**config.mk**
```make
export PLATFORM = sky130hd
export DESIGN_NAME = sensor_sample_validator_flat
export DESIGN_NICKNAME = d
export VERILOG_FILES = /design/src/sv/ssv_pkg.sv /design/src/sv/ssv_if.sv /design/src/sv/ssv_check.sv /design/src/sv/sensor_sample_validator.sv /design/src/flat_wrapper.sv
export SDC_FILE = /design/constraint.sdc
export NUM_CORES = 1
export LEC_CHECK = 0
export BUFFER_PORTS_ARGS = -buffer_cell sky130_fd_sc_hd__buf_2
export CAP_MARGIN = 20
export CELL_PAD_IN_SITES_DETAIL_PLACEMENT = 1
export CELL_PAD_IN_SITES_GLOBAL_PLACEMENT = 1
export CORE_UTILIZATION = 25
export CTS_CLUSTER_SIZE = 20
export DETAILED_ROUTE_END_ITERATION = 10
export HOLD_SLACK_MARGIN = 0.05
export PLACE_DENSITY = 0.52
export SLEW_MARGIN = 30
export SYNTH_ARGS = -nofsm -noshare
export SYNTH_HDL_FRONTEND = slang
export SYNTH_HIERARCHICAL = 1
export SYNTH_SLANG_ARGS = --single-unit
export TNS_END_PERCENT = 10
```
**constraint.sdc**
```tcl
create_clock -name clk_i -period 35 [get_ports clk_i]
set_input_delay 10.5 -clock clk_i [delete_from_list [all_inputs] [get_ports clk_i]]
set_output_delay 10.5 -clock clk_i [all_outputs]
set_load 0.01 [all_outputs]
```
**src/sv/ssv_pkg.sv**
```systemverilog
package ssv_pkg;

  localparam int SAMPLE_BITS = 16;
  localparam int COUNT_BITS  = 16;
  localparam int CFG_BITS    = 16;

  // wide enough for a difference of two samples and for previous value +/- max step
  localparam int WORK_BITS     = (SAMPLE_BITS > CFG_BITS) ? SAMPLE_BITS + 2 : CFG_BITS + 2;
  localparam int CNT_CMP_BITS  = (COUNT_BITS > CFG_BITS) ? COUNT_BITS : CFG_BITS;
  localparam int CFG_DATA_BITS = (SAMPLE_BITS > CFG_BITS) ? SAMPLE_BITS : CFG_BITS;
  localparam int CFG_IDX_BITS  = 3;

  typedef logic signed [SAMPLE_BITS-1:0] sample_t;
  typedef logic        [CFG_BITS-1:0]    cfg_word_t;
  typedef logic        [COUNT_BITS-1:0]  count_t;
  typedef logic signed [WORK_BITS-1:0]   work_t;
  typedef logic        [CFG_IDX_BITS-1:0] cfg_idx_t;

  localparam sample_t SAMPLE_MAX = {1'b0, {(SAMPLE_BITS-1){1'b1}}};
  localparam sample_t SAMPLE_MIN = {1'b1, {(SAMPLE_BITS-1){1'b0}}};
  localparam count_t  COUNT_MAX  = {COUNT_BITS{1'b1}};

  // register indexes of the configuration port
  localparam cfg_idx_t CFG_RANGE_LOW   = cfg_idx_t'(0);
  localparam cfg_idx_t CFG_RANGE_HIGH  = cfg_idx_t'(1);
  localparam cfg_idx_t CFG_MAX_STEP    = cfg_idx_t'(2);
  localparam cfg_idx_t CFG_STILL_TOL   = cfg_idx_t'(3);
  localparam cfg_idx_t CFG_STILL_LIMIT = cfg_idx_t'(4);

  typedef struct packed {
    sample_t   range_low;
    sample_t   range_high;
    cfg_word_t max_step;
    cfg_word_t still_tolerance;
    cfg_word_t still_limit;
  } cfg_t;

  typedef struct packed {
    sample_t previous_value;
    count_t  still_count;
    logic    seeded;
  } state_t;

  typedef struct packed {
    sample_t raw_echo;
    sample_t clean_value;
    logic    is_valid;
    logic    fault_range;
    logic    fault_rate;
    logic    fault_stuck;
  } result_t;

endpackage

```
**src/sv/ssv_if.sv**
```systemverilog
interface ssv_sample_if import ssv_pkg::*; ();
  logic    valid;
  logic    ready;
  sample_t raw_sample;

  modport source (output valid, output raw_sample, input ready);
  modport sink   (input valid, input raw_sample, output ready);
endinterface

interface ssv_result_if import ssv_pkg::*; ();
  logic    valid;
  logic    ready;
  sample_t raw_echo;
  sample_t clean_value;
  logic    is_valid;
  logic    fault_range;
  logic    fault_rate;
  logic    fault_stuck;

  modport source (output valid, output raw_echo, output clean_value, output is_valid,
                  output fault_range, output fault_rate, output fault_stuck, input ready);
  modport sink   (input valid, input raw_echo, input clean_value, input is_valid,
                  input fault_range, input fault_rate, input fault_stuck, output ready);
endinterface

interface ssv_cfg_if import ssv_pkg::*; ();
  logic                     valid;
  logic                     ready;
  cfg_idx_t                 index;
  logic [CFG_DATA_BITS-1:0] data;

  modport source (output valid, output index, output data, input ready);
  modport sink   (input valid, input index, input data, output ready);
endinterface

```
**src/sv/ssv_check.sv**
```systemverilog
module ssv_check import ssv_pkg::*; (
  input  sample_t raw_i,
  input  cfg_t    cfg_i,
  input  state_t  state_i,
  output result_t result_o,
  output state_t  state_o
);

  logic    below, above, rate_hit, still;
  sample_t clamped, limited, clean;
  work_t   prev_w, clamp_w, step_w, tol_w, clean_w;
  work_t   diff_in, abs_in, diff_out, abs_out, lim_w;
  count_t  count_d;
  logic    stuck;

  always_comb begin
    below   = raw_i < cfg_i.range_low;
    above   = raw_i > cfg_i.range_high;
    // an inverted range resolves to range_low first
    clamped = below ? cfg_i.range_low : (above ? cfg_i.range_high : raw_i);

    prev_w  = WORK_BITS'(state_i.previous_value);
    clamp_w = WORK_BITS'(clamped);
    step_w  = $signed(WORK_BITS'(cfg_i.max_step));
    tol_w   = $signed(WORK_BITS'(cfg_i.still_tolerance));

    diff_in = clamp_w - prev_w;
    abs_in  = diff_in[WORK_BITS-1] ? -diff_in : diff_in;
    rate_hit = state_i.seeded && (cfg_i.max_step != '0) && (abs_in > step_w);

    lim_w = (clamp_w > prev_w) ? prev_w + step_w : prev_w - step_w;
    if (lim_w > WORK_BITS'(SAMPLE_MAX)) begin
      limited = SAMPLE_MAX;
    end else if (lim_w < WORK_BITS'(SAMPLE_MIN)) begin
      limited = SAMPLE_MIN;
    end else begin
      limited = lim_w[SAMPLE_BITS-1:0];
    end
    clean = rate_hit ? limited : clamped;

    clean_w  = WORK_BITS'(clean);
    diff_out = clean_w - prev_w;
    abs_out  = diff_out[WORK_BITS-1] ? -diff_out : diff_out;
    still    = abs_out < tol_w;

    if (!state_i.seeded) begin
      count_d = '0;
    end else if (cfg_i.still_limit == '0) begin
      count_d = state_i.still_count;
    end else if (still) begin
      count_d = (state_i.still_count != COUNT_MAX) ? state_i.still_count + 1'b1
                                                   : state_i.still_count;
    end else begin
      count_d = '0;
    end
    stuck = state_i.seeded && (cfg_i.still_limit != '0) &&
            (CNT_CMP_BITS'(count_d) >= CNT_CMP_BITS'(cfg_i.still_limit));

    result_o.raw_echo    = raw_i;
    result_o.clean_value = clean;
    result_o.fault_range = below | above;
    result_o.fault_rate  = rate_hit;
    result_o.fault_stuck = stuck;
    result_o.is_valid    = !(below | above | stuck);

    state_o.previous_value = clean;
    state_o.still_count    = count_d;
    state_o.seeded         = 1'b1;
  end

endmodule

```
**src/sv/sensor_sample_validator.sv**
```systemverilog
// Sensor sample validator.
// sample_i takes one raw signed sample per request; result_o returns one result per
// sample, in order: the raw sample echoed, the cleaned value and the valid/fault flags.
// cfg_i writes the five configuration registers by index (range low, range high,
// max step, still tolerance, still limit); it is always ready, and writes are meant
// to happen only while no sample is in flight. Unknown indexes are dropped.
// A sample accepted into the input register is checked combinationally and shown on
// result_o once the result register loads. Throughput is one sample per cycle while
// the receiver does not stall; the previous-value / still-count feedback closes
// through the clamp, subtract and compare logic alone.
// Reset sets the range to the full sample range, turns rate and stuck checks off
// and clears the seeded flag, so the first sample afterwards only seeds the last
// value. When the receiver stalls, the result register holds and the input register
// still takes one more sample; sample_i.ready then drops until result_o moves.
module sensor_sample_validator import ssv_pkg::*; (
  input  logic         clk_i,
  input  logic         rst_ni,
  ssv_sample_if.sink   sample_i,
  ssv_result_if.source result_o,
  ssv_cfg_if.sink      cfg_i
);

  cfg_t    cfg_q;
  state_t  state_q, state_d;
  logic    in_valid_q, out_valid_q;
  sample_t in_raw_q;
  result_t out_q, result_d;
  logic    out_free, in_adv;

  assign out_free = !out_valid_q || result_o.ready;
  assign in_adv   = in_valid_q && out_free;

  assign sample_i.ready = !in_valid_q || out_free;
  assign cfg_i.ready    = 1'b1;

  ssv_check u_check (
    .raw_i    (in_raw_q),
    .cfg_i    (cfg_q),
    .state_i  (state_q),
    .result_o (result_d),
    .state_o  (state_d)
  );

  always_ff @(posedge clk_i or negedge rst_ni) begin
    if (!rst_ni) begin
      cfg_q.range_low       <= SAMPLE_MIN;
      cfg_q.range_high      <= SAMPLE_MAX;
      cfg_q.max_step        <= '0;
      cfg_q.still_tolerance <= '0;
      cfg_q.still_limit     <= '0;
    end else if (cfg_i.valid) begin
      case (cfg_i.index)
        CFG_RANGE_LOW:   cfg_q.range_low       <= cfg_i.data[SAMPLE_BITS-1:0];
        CFG_RANGE_HIGH:  cfg_q.range_high      <= cfg_i.data[SAMPLE_BITS-1:0];
        CFG_MAX_STEP:    cfg_q.max_step        <= cfg_i.data[CFG_BITS-1:0];
        CFG_STILL_TOL:   cfg_q.still_tolerance <= cfg_i.data[CFG_BITS-1:0];
        CFG_STILL_LIMIT: cfg_q.still_limit     <= cfg_i.data[CFG_BITS-1:0];
        default: ;
      endcase
    end
  end

  always_ff @(posedge clk_i or negedge rst_ni) begin
    if (!rst_ni) begin
      in_valid_q  <= 1'b0;
      out_valid_q <= 1'b0;
      state_q     <= '0;
    end else begin
      if (sample_i.ready) begin
        in_valid_q <= sample_i.valid;
      end
      if (out_free) begin
        out_valid_q <= in_valid_q;
      end
      if (in_adv) begin
        state_q <= state_d;
      end
    end
  end

  always_ff @(posedge clk_i) begin
    if (sample_i.valid && sample_i.ready) begin
      in_raw_q <= sample_i.raw_sample;
    end
    if (in_adv) begin
      out_q <= result_d;
    end
  end

  assign result_o.valid       = out_valid_q;
  assign result_o.raw_echo    = out_q.raw_echo;
  assign result_o.clean_value = out_q.clean_value;
  assign result_o.is_valid    = out_q.is_valid;
  assign result_o.fault_range = out_q.fault_range;
  assign result_o.fault_rate  = out_q.fault_rate;
  assign result_o.fault_stuck = out_q.fault_stuck;

  a_seed_after_item: assert property (@(posedge clk_i) disable iff (!rst_ni)
    in_adv |=> state_q.seeded)
    else $error("seeded flag not set after a sample");

  a_count_clear_unseeded: assert property (@(posedge clk_i) disable iff (!rst_ni)
    !state_q.seeded |-> state_q.still_count == '0)
    else $error("still count non-zero before seeding");

  a_input_holds: assert property (@(posedge clk_i) disable iff (!rst_ni)
    in_valid_q && !out_free |=> in_valid_q && $stable(in_raw_q))
    else $error("input stage lost a sample under stall");

  a_state_holds: assert property (@(posedge clk_i) disable iff (!rst_ni)
    !in_adv |=> $stable(state_q))
    else $error("state changed without a sample moving on");

  a_fault_invalid: assert property (@(posedge clk_i) disable iff (!rst_ni)
    in_adv && (result_d.fault_range || result_d.fault_stuck) |=> !out_q.is_valid)
    else $error("fault reported as valid");

endmodule
```
**src/flat_wrapper.sv**
```systemverilog
// flat-port wrapper written by rule: the top's interface ports become plain ports
module sensor_sample_validator_flat import ssv_pkg::*;
  (clk_i, rst_ni, sample_i_valid, sample_i_raw_sample, sample_i_ready, result_o_valid, result_o_raw_echo, result_o_clean_value, result_o_is_valid, result_o_fault_range, result_o_fault_rate, result_o_fault_stuck, result_o_ready, cfg_i_valid, cfg_i_index, cfg_i_data, cfg_i_ready);
  ssv_sample_if sample_i_i ();
  ssv_result_if result_o_i ();
  ssv_cfg_if cfg_i_i ();
  input  logic clk_i;
  input  logic rst_ni;
  input wire logic [$bits(sample_i_i.valid)-1:0] sample_i_valid;
  input wire logic [$bits(sample_i_i.raw_sample)-1:0] sample_i_raw_sample;
  output wire logic [$bits(sample_i_i.ready)-1:0] sample_i_ready;
  output wire logic [$bits(result_o_i.valid)-1:0] result_o_valid;
  output wire logic [$bits(result_o_i.raw_echo)-1:0] result_o_raw_echo;
  output wire logic [$bits(result_o_i.clean_value)-1:0] result_o_clean_value;
  output wire logic [$bits(result_o_i.is_valid)-1:0] result_o_is_valid;
  output wire logic [$bits(result_o_i.fault_range)-1:0] result_o_fault_range;
  output wire logic [$bits(result_o_i.fault_rate)-1:0] result_o_fault_rate;
  output wire logic [$bits(result_o_i.fault_stuck)-1:0] result_o_fault_stuck;
  input wire logic [$bits(result_o_i.ready)-1:0] result_o_ready;
  input wire logic [$bits(cfg_i_i.valid)-1:0] cfg_i_valid;
  input wire logic [$bits(cfg_i_i.index)-1:0] cfg_i_index;
  input wire logic [$bits(cfg_i_i.data)-1:0] cfg_i_data;
  output wire logic [$bits(cfg_i_i.ready)-1:0] cfg_i_ready;
  assign sample_i_i.valid = sample_i_valid;
  assign sample_i_i.raw_sample = sample_i_raw_sample;
  assign sample_i_ready = sample_i_i.ready;
  assign result_o_valid = result_o_i.valid;
  assign result_o_raw_echo = result_o_i.raw_echo;
  assign result_o_clean_value = result_o_i.clean_value;
  assign result_o_is_valid = result_o_i.is_valid;
  assign result_o_fault_range = result_o_i.fault_range;
  assign result_o_fault_rate = result_o_i.fault_rate;
  assign result_o_fault_stuck = result_o_i.fault_stuck;
  assign result_o_i.ready = result_o_ready;
  assign cfg_i_i.valid = cfg_i_valid;
  assign cfg_i_i.index = cfg_i_index;
  assign cfg_i_i.data = cfg_i_data;
  assign cfg_i_ready = cfg_i_i.ready;
  sensor_sample_validator u_core (.clk_i(clk_i), .rst_ni(rst_ni), .sample_i(sample_i_i), .result_o(result_o_i), .cfg_i(cfg_i_i));
endmodule
```
Word level (Yosys, flattened, before mapping)
Cells that the tools add are included.
W data, S select, Z words.
Cells by class
  bitwise gates (word level): 2
  order comparisons: 8
  reduce and logical (&&, ||, !) cells: 20
  equal/unequal tests: 5
  add/subtract/negate cells: 7
  multiplexer cells: 12
Operator list (count)
  $mux W16: 9
  $mux W18: 3
  $neg A17 Y18: 2
  $sub A16 B16 Y17: 2
  $gt A16 B16 Y1: 2
  $reduce_bool A16 Y1: 2
  $add A16 B17 Y18: 1
  $gt A18 B16 Y1 const B: 1
  $gt A18 B17 Y1: 1
  $lt A18 B16 Y1 const B: 1
  $lt A18 B17 Y1: 1
  $sub A16 B17 Y18: 1
  $add A16 B1 Y16 const B: 1
  $ge A16 B16 Y1: 1
  $logic_not A16 Y1: 1
  $lt A16 B16 Y1: 1
  $ne A16 B16 Y1 const B: 1
  $reduce_and A2 Y1: 5
  $eq A3 B2 Y1 const B: 2
  $logic_and A1 B1 Y1: 6
  $eq A3 B1 Y1 const B: 1
  $eq A3 B3 Y1 const B: 1
  $logic_not A1 Y1: 3
  $logic_not A3 Y1: 1
  other kinds (2): 4
Storage, ports and cells
  input bits: 40
  word-level logic and storage cells: 71
  register bits: 167
  output and inout port bits: 39

Longest topological paths before layout
  word-level depth: 20
  depth in mapped cells: 70
  mapped depth without buffers: 66

Modules after synthesis
Netlist, hierarchy kept.
Modules (own cells, without submodules)
  ssv_check: seq. area each 0.0 sq um, area each 7070.5 sq um, times used 1, cells an instance 1007
  sensor_sample_validator: seq. area each 4459.3 sq um, area each 5955.7 sq um, times used 1, cells an instance 305

Worst setup path after synthesis
OpenSTA, ideal clock, no wires.
  path kind: input port to output port
  from: input result_o_ready
  to: output sample_i_ready
  data arrival time: 10.709 ns
  buffers on the path: 0
  data required time: 24.500 ns
  path slack: 13.791 ns
  cell stages on the path: 1
  cells stage by stage: nand3b_1
On the way
  longest elaborated chain between the ends: 2
Ends and longest elaborated chain
  from (decl): line flat_wrapper.sv:19  | input wire logic [$bits(result_o_i.ready)-1:0] result_o_ready;
  $logic_or A1 B1 Y1: line sensor_sample_validator.sv:30  | assign out_free = !out_valid_q || result_o.ready;
  $logic_or A1 B1 Y1: line sensor_sample_validator.sv:33  | assign sample_i.ready = !in_valid_q || out_free;
  to (decl): line flat_wrapper.sv:11  | output wire logic [$bits(sample_i_i.ready)-1:0] sample_i_ready;
Every way passes these cells.

Final worst setup path
Same ends and word-level chain as after synthesis.

==> metrics.yaml <==
slowest_stage: "nand3b_1"
hpwl_mm: 32.0
hold_path_class: "reg -> reg"
via_per_inst: 4.84
ant_nets: 0
worstReg2RegStart: "u_core/cfg_q[50]"
rows: 83
cp_cell_sequence: "buf_2, nand3b_1, buf_2"
synthArstFlopShare_pct: 68.9
area_growth_pct: 10.8
die_area_um2: 53000
fin_util_pct: 28.1
cts_buffers: 17
die_w_um: 230
core_area_um2: 51400
cts_tree: "built"
synth_area_per_cell_um2: 9.93
h-tree-depth: 4
grt_pass1_vias: 10400
period_share_pct: 61.3
post_dp_cell_area_um2: 13900
setup_viol: 0
path_delay_family: "buffers and inverters"
layout.nets: 1528
crit_type: "in -> out"
wl_per_cell_um: 19.8
slew_headroom_pct: 31.4
io_pins: 79
synth_edf_count: 52
min-delay-start: "u_core/cfg_q[20]"
detail_route.first_pass.iterations: 5
syn-instance-count: 1312
synth-seq-cells: 167
crit_start: "result_o_ready"
multi_input_comb_area_um2: 7650
required_ns: 24.50
worst_slew_pin_slew_ns: 1.02
cts_buffer_depth: 2
synth_area_um2: 13000
cpPeakStageDelay_ns: 0.19
pre_cts_ws_ns: 13.54
cts_num_sinks: 167
fin_area_um2: 14400
crit_buf_inv: 2
drtIter0Drc: 453
arrival_ns: 10.95
port_buffers: 77
syn_nets: 1487
routed.top_layer: "met5"
fill_cells: 5929
grt_antenna_before_repair: 2
initial_core_util_pct: 25.3
setup_slack_ns: 13.55
grt_usage_pct: 15.6
route.met3.wl_mm: 1.48
grt_pass1_wl_mm: 62.2
via_count: 9903
clkLatencyLatePin_ns: 0.49
clock-root-buffer: "clkbuf_16"
min_period_ns: 21.45
finalClockSkew_ns: 0.0112
end_kind: "output pin"
yosysSeqAreaShare_pct: 34.2
drt-met1-wl_mm: 20.4
synth_ff_type: "dfrtp_1"
yosysWarnings: 6
maxCapViolCount: 0
met2_wirelength_mm: 18.0
drv_slew: 0
max_freq_ghz: 0.0466
postCtsHoldBufs: 0
outcome: "finished clean"
crit_top_cell: "buf_2"
drive_gt1_share_pct: 20.9
gp_congestion: 0.858
drc: 0
antenna_cells: 0
synth_cell_types: 89
seqCellArea_um2: 4460
grt_setup_unrepaired: "no"
clk_pin_slew_ns: 0.07
grt_start_max_net_pins: 59
crit_path_max_fanout: 3
routed_wl_mm: 40.5
cts_setup_buffers: 0
cts_resized: 0
overflow: 0
setup_tns_ns: 0
start_kind: "primary input"
die_h_um: 230
hold_violations: 0
-- flip-flops by register name, summed over array words and instances, names as in the netlist --
register	flops
u_core/cfg_q	80
u_core/state_q	33
u_core/in_valid_q	1
u_core/in_raw_q	16
u_core/result_o.is_valid	1
u_core/result_o.clean_value	16
u_core/result_o.fault_range	1
u_core/result_o.valid	1
u_core/result_o.fault_rate	1
u_core/result_o.raw_echo	16
u_core/result_o.fault_stuck	1
-- layout by cell type, fill, tap and decap left out, drive strengths merged, types with 10 or more instances in the layout --
cell	synthesis	layout
o21a	17	17
xor2	26	26
dfrtp	99	99
nor4	10	10
or3	11	11
edfxtp	52	52
nand2b	17	17
and2	20	20
nand4	20	20
inv	121	128
dfstp	16	16
o32ai	13	13
nand2	45	45
nor2b	21	21
mux2	118	118
a31oi	13	13
nor3	26	26
mux2i	19	19
o21ai	52	52
a21o	34	34
ha	132	132
clkbuf	9	17
nand3	19	19
buf	56	87
nor2	111	111
a21oi	53	53
xnor2	56	56
-- cells by family after synthesis --
family,Yosys count,synth area share (%)
DFF,167,34.2
other,2,0.0577
adders and majority gates,135,13.1
buffers and inverters,186,7.07
AOI/OAI and AO/OA,263,14.1
and+or+nand+nor,340,14.2
muxes,137,11.7
xor gates and xnor gates,82,5.51
-- Yosys cell counts, types with 10 or more instances --
cell      number  area [µm²]
ha_1         132        1650
inv_1        121         454
mux2_2       118        1330
nor2_1       110         413
dfrtp_1       99        2480
xnor2_1       56         490
a21oi_1       53         265
edfxtp_1      52        1560
o21ai_0       47         235
nand2_1       45         169
buf_4         38         285
a21o_1        34         255
xor2_1        26         228
nor3_1        22         110
and2_1        20         125
nand4_1       20         125
mux2i_1       19         190
nand3_1       19        95.1
nor2b_1       19         119
nand2b_1      17         106
dfstp_2       16         420
o21a_1        16         120
a31oi_1       13        81.3
o32ai_1       12         105
or3_1         11        68.8
buf_2         10        50.1
-- per-layer routing --
metal  GRT usage [%]  vias up
li1                -     4804
met1            21.6     4921
met2            24.3      149
met3            3.65       27
met4            4.20        2
met5               0        -
-- worst reg2reg max path: cells and delay by family, from the launching register on --
| family | cells | cell delay [ns] |
|---|---|---|
| AND/OR/NAND/NOR | 12 | 2.63 |
| AO/OA/AOI/OAI | 35 | 9.85 |
| flip-flops | 1 | 0.54 |
| buffers and inverters | 4 | 0.64 |
| adder cells (fa/ha/maj) | 6 | 1.87 |
| XOR/XNOR | 1 | 0.15 |
| multiplexers | 3 | 1.09 |
-- area by class of cell --
class                           count  area share, %
Clock buffer                       17           2.95
Clock inverter                     15          0.824
Inverter                          121           3.16
Multi-Input combinational cell    959           53.0
Sequential cell                   167           30.9
Tap cell                          680           5.89
Timing Repair Buffer               87           3.26
-- worst paths after layout --
kind / endpoint / slack (ns) / cells past startpoint
worst max-delay path: sample_i_ready / 13.55 / 3
max in group asynchronous: u_core/cfg_q[18] / 23.73 / 2
worst max register to register: u_core/result_o.fault_stuck / 17.89 / 61
worst min register to register: u_core/cfg_q[20] / 0.50 / 1
min in group asynchronous: u_core/state_q[2] / 10.01 / 1
worst min-delay path: u_core/cfg_q[20] / 0.50 / 1
-- through the flow --
stage                     hold slack, ns  std cells
after detailed placement           0.493       2013
after CTS                          0.509       2045
after global routing               0.517       2046
after floorplan                    0.457       1312
final                              0.505       2046
after global placement             0.482       2013
Power is left out: the tool's default activity adds up to more than one toggle a clock period on the data nets, which glitch-free logic cannot reach.
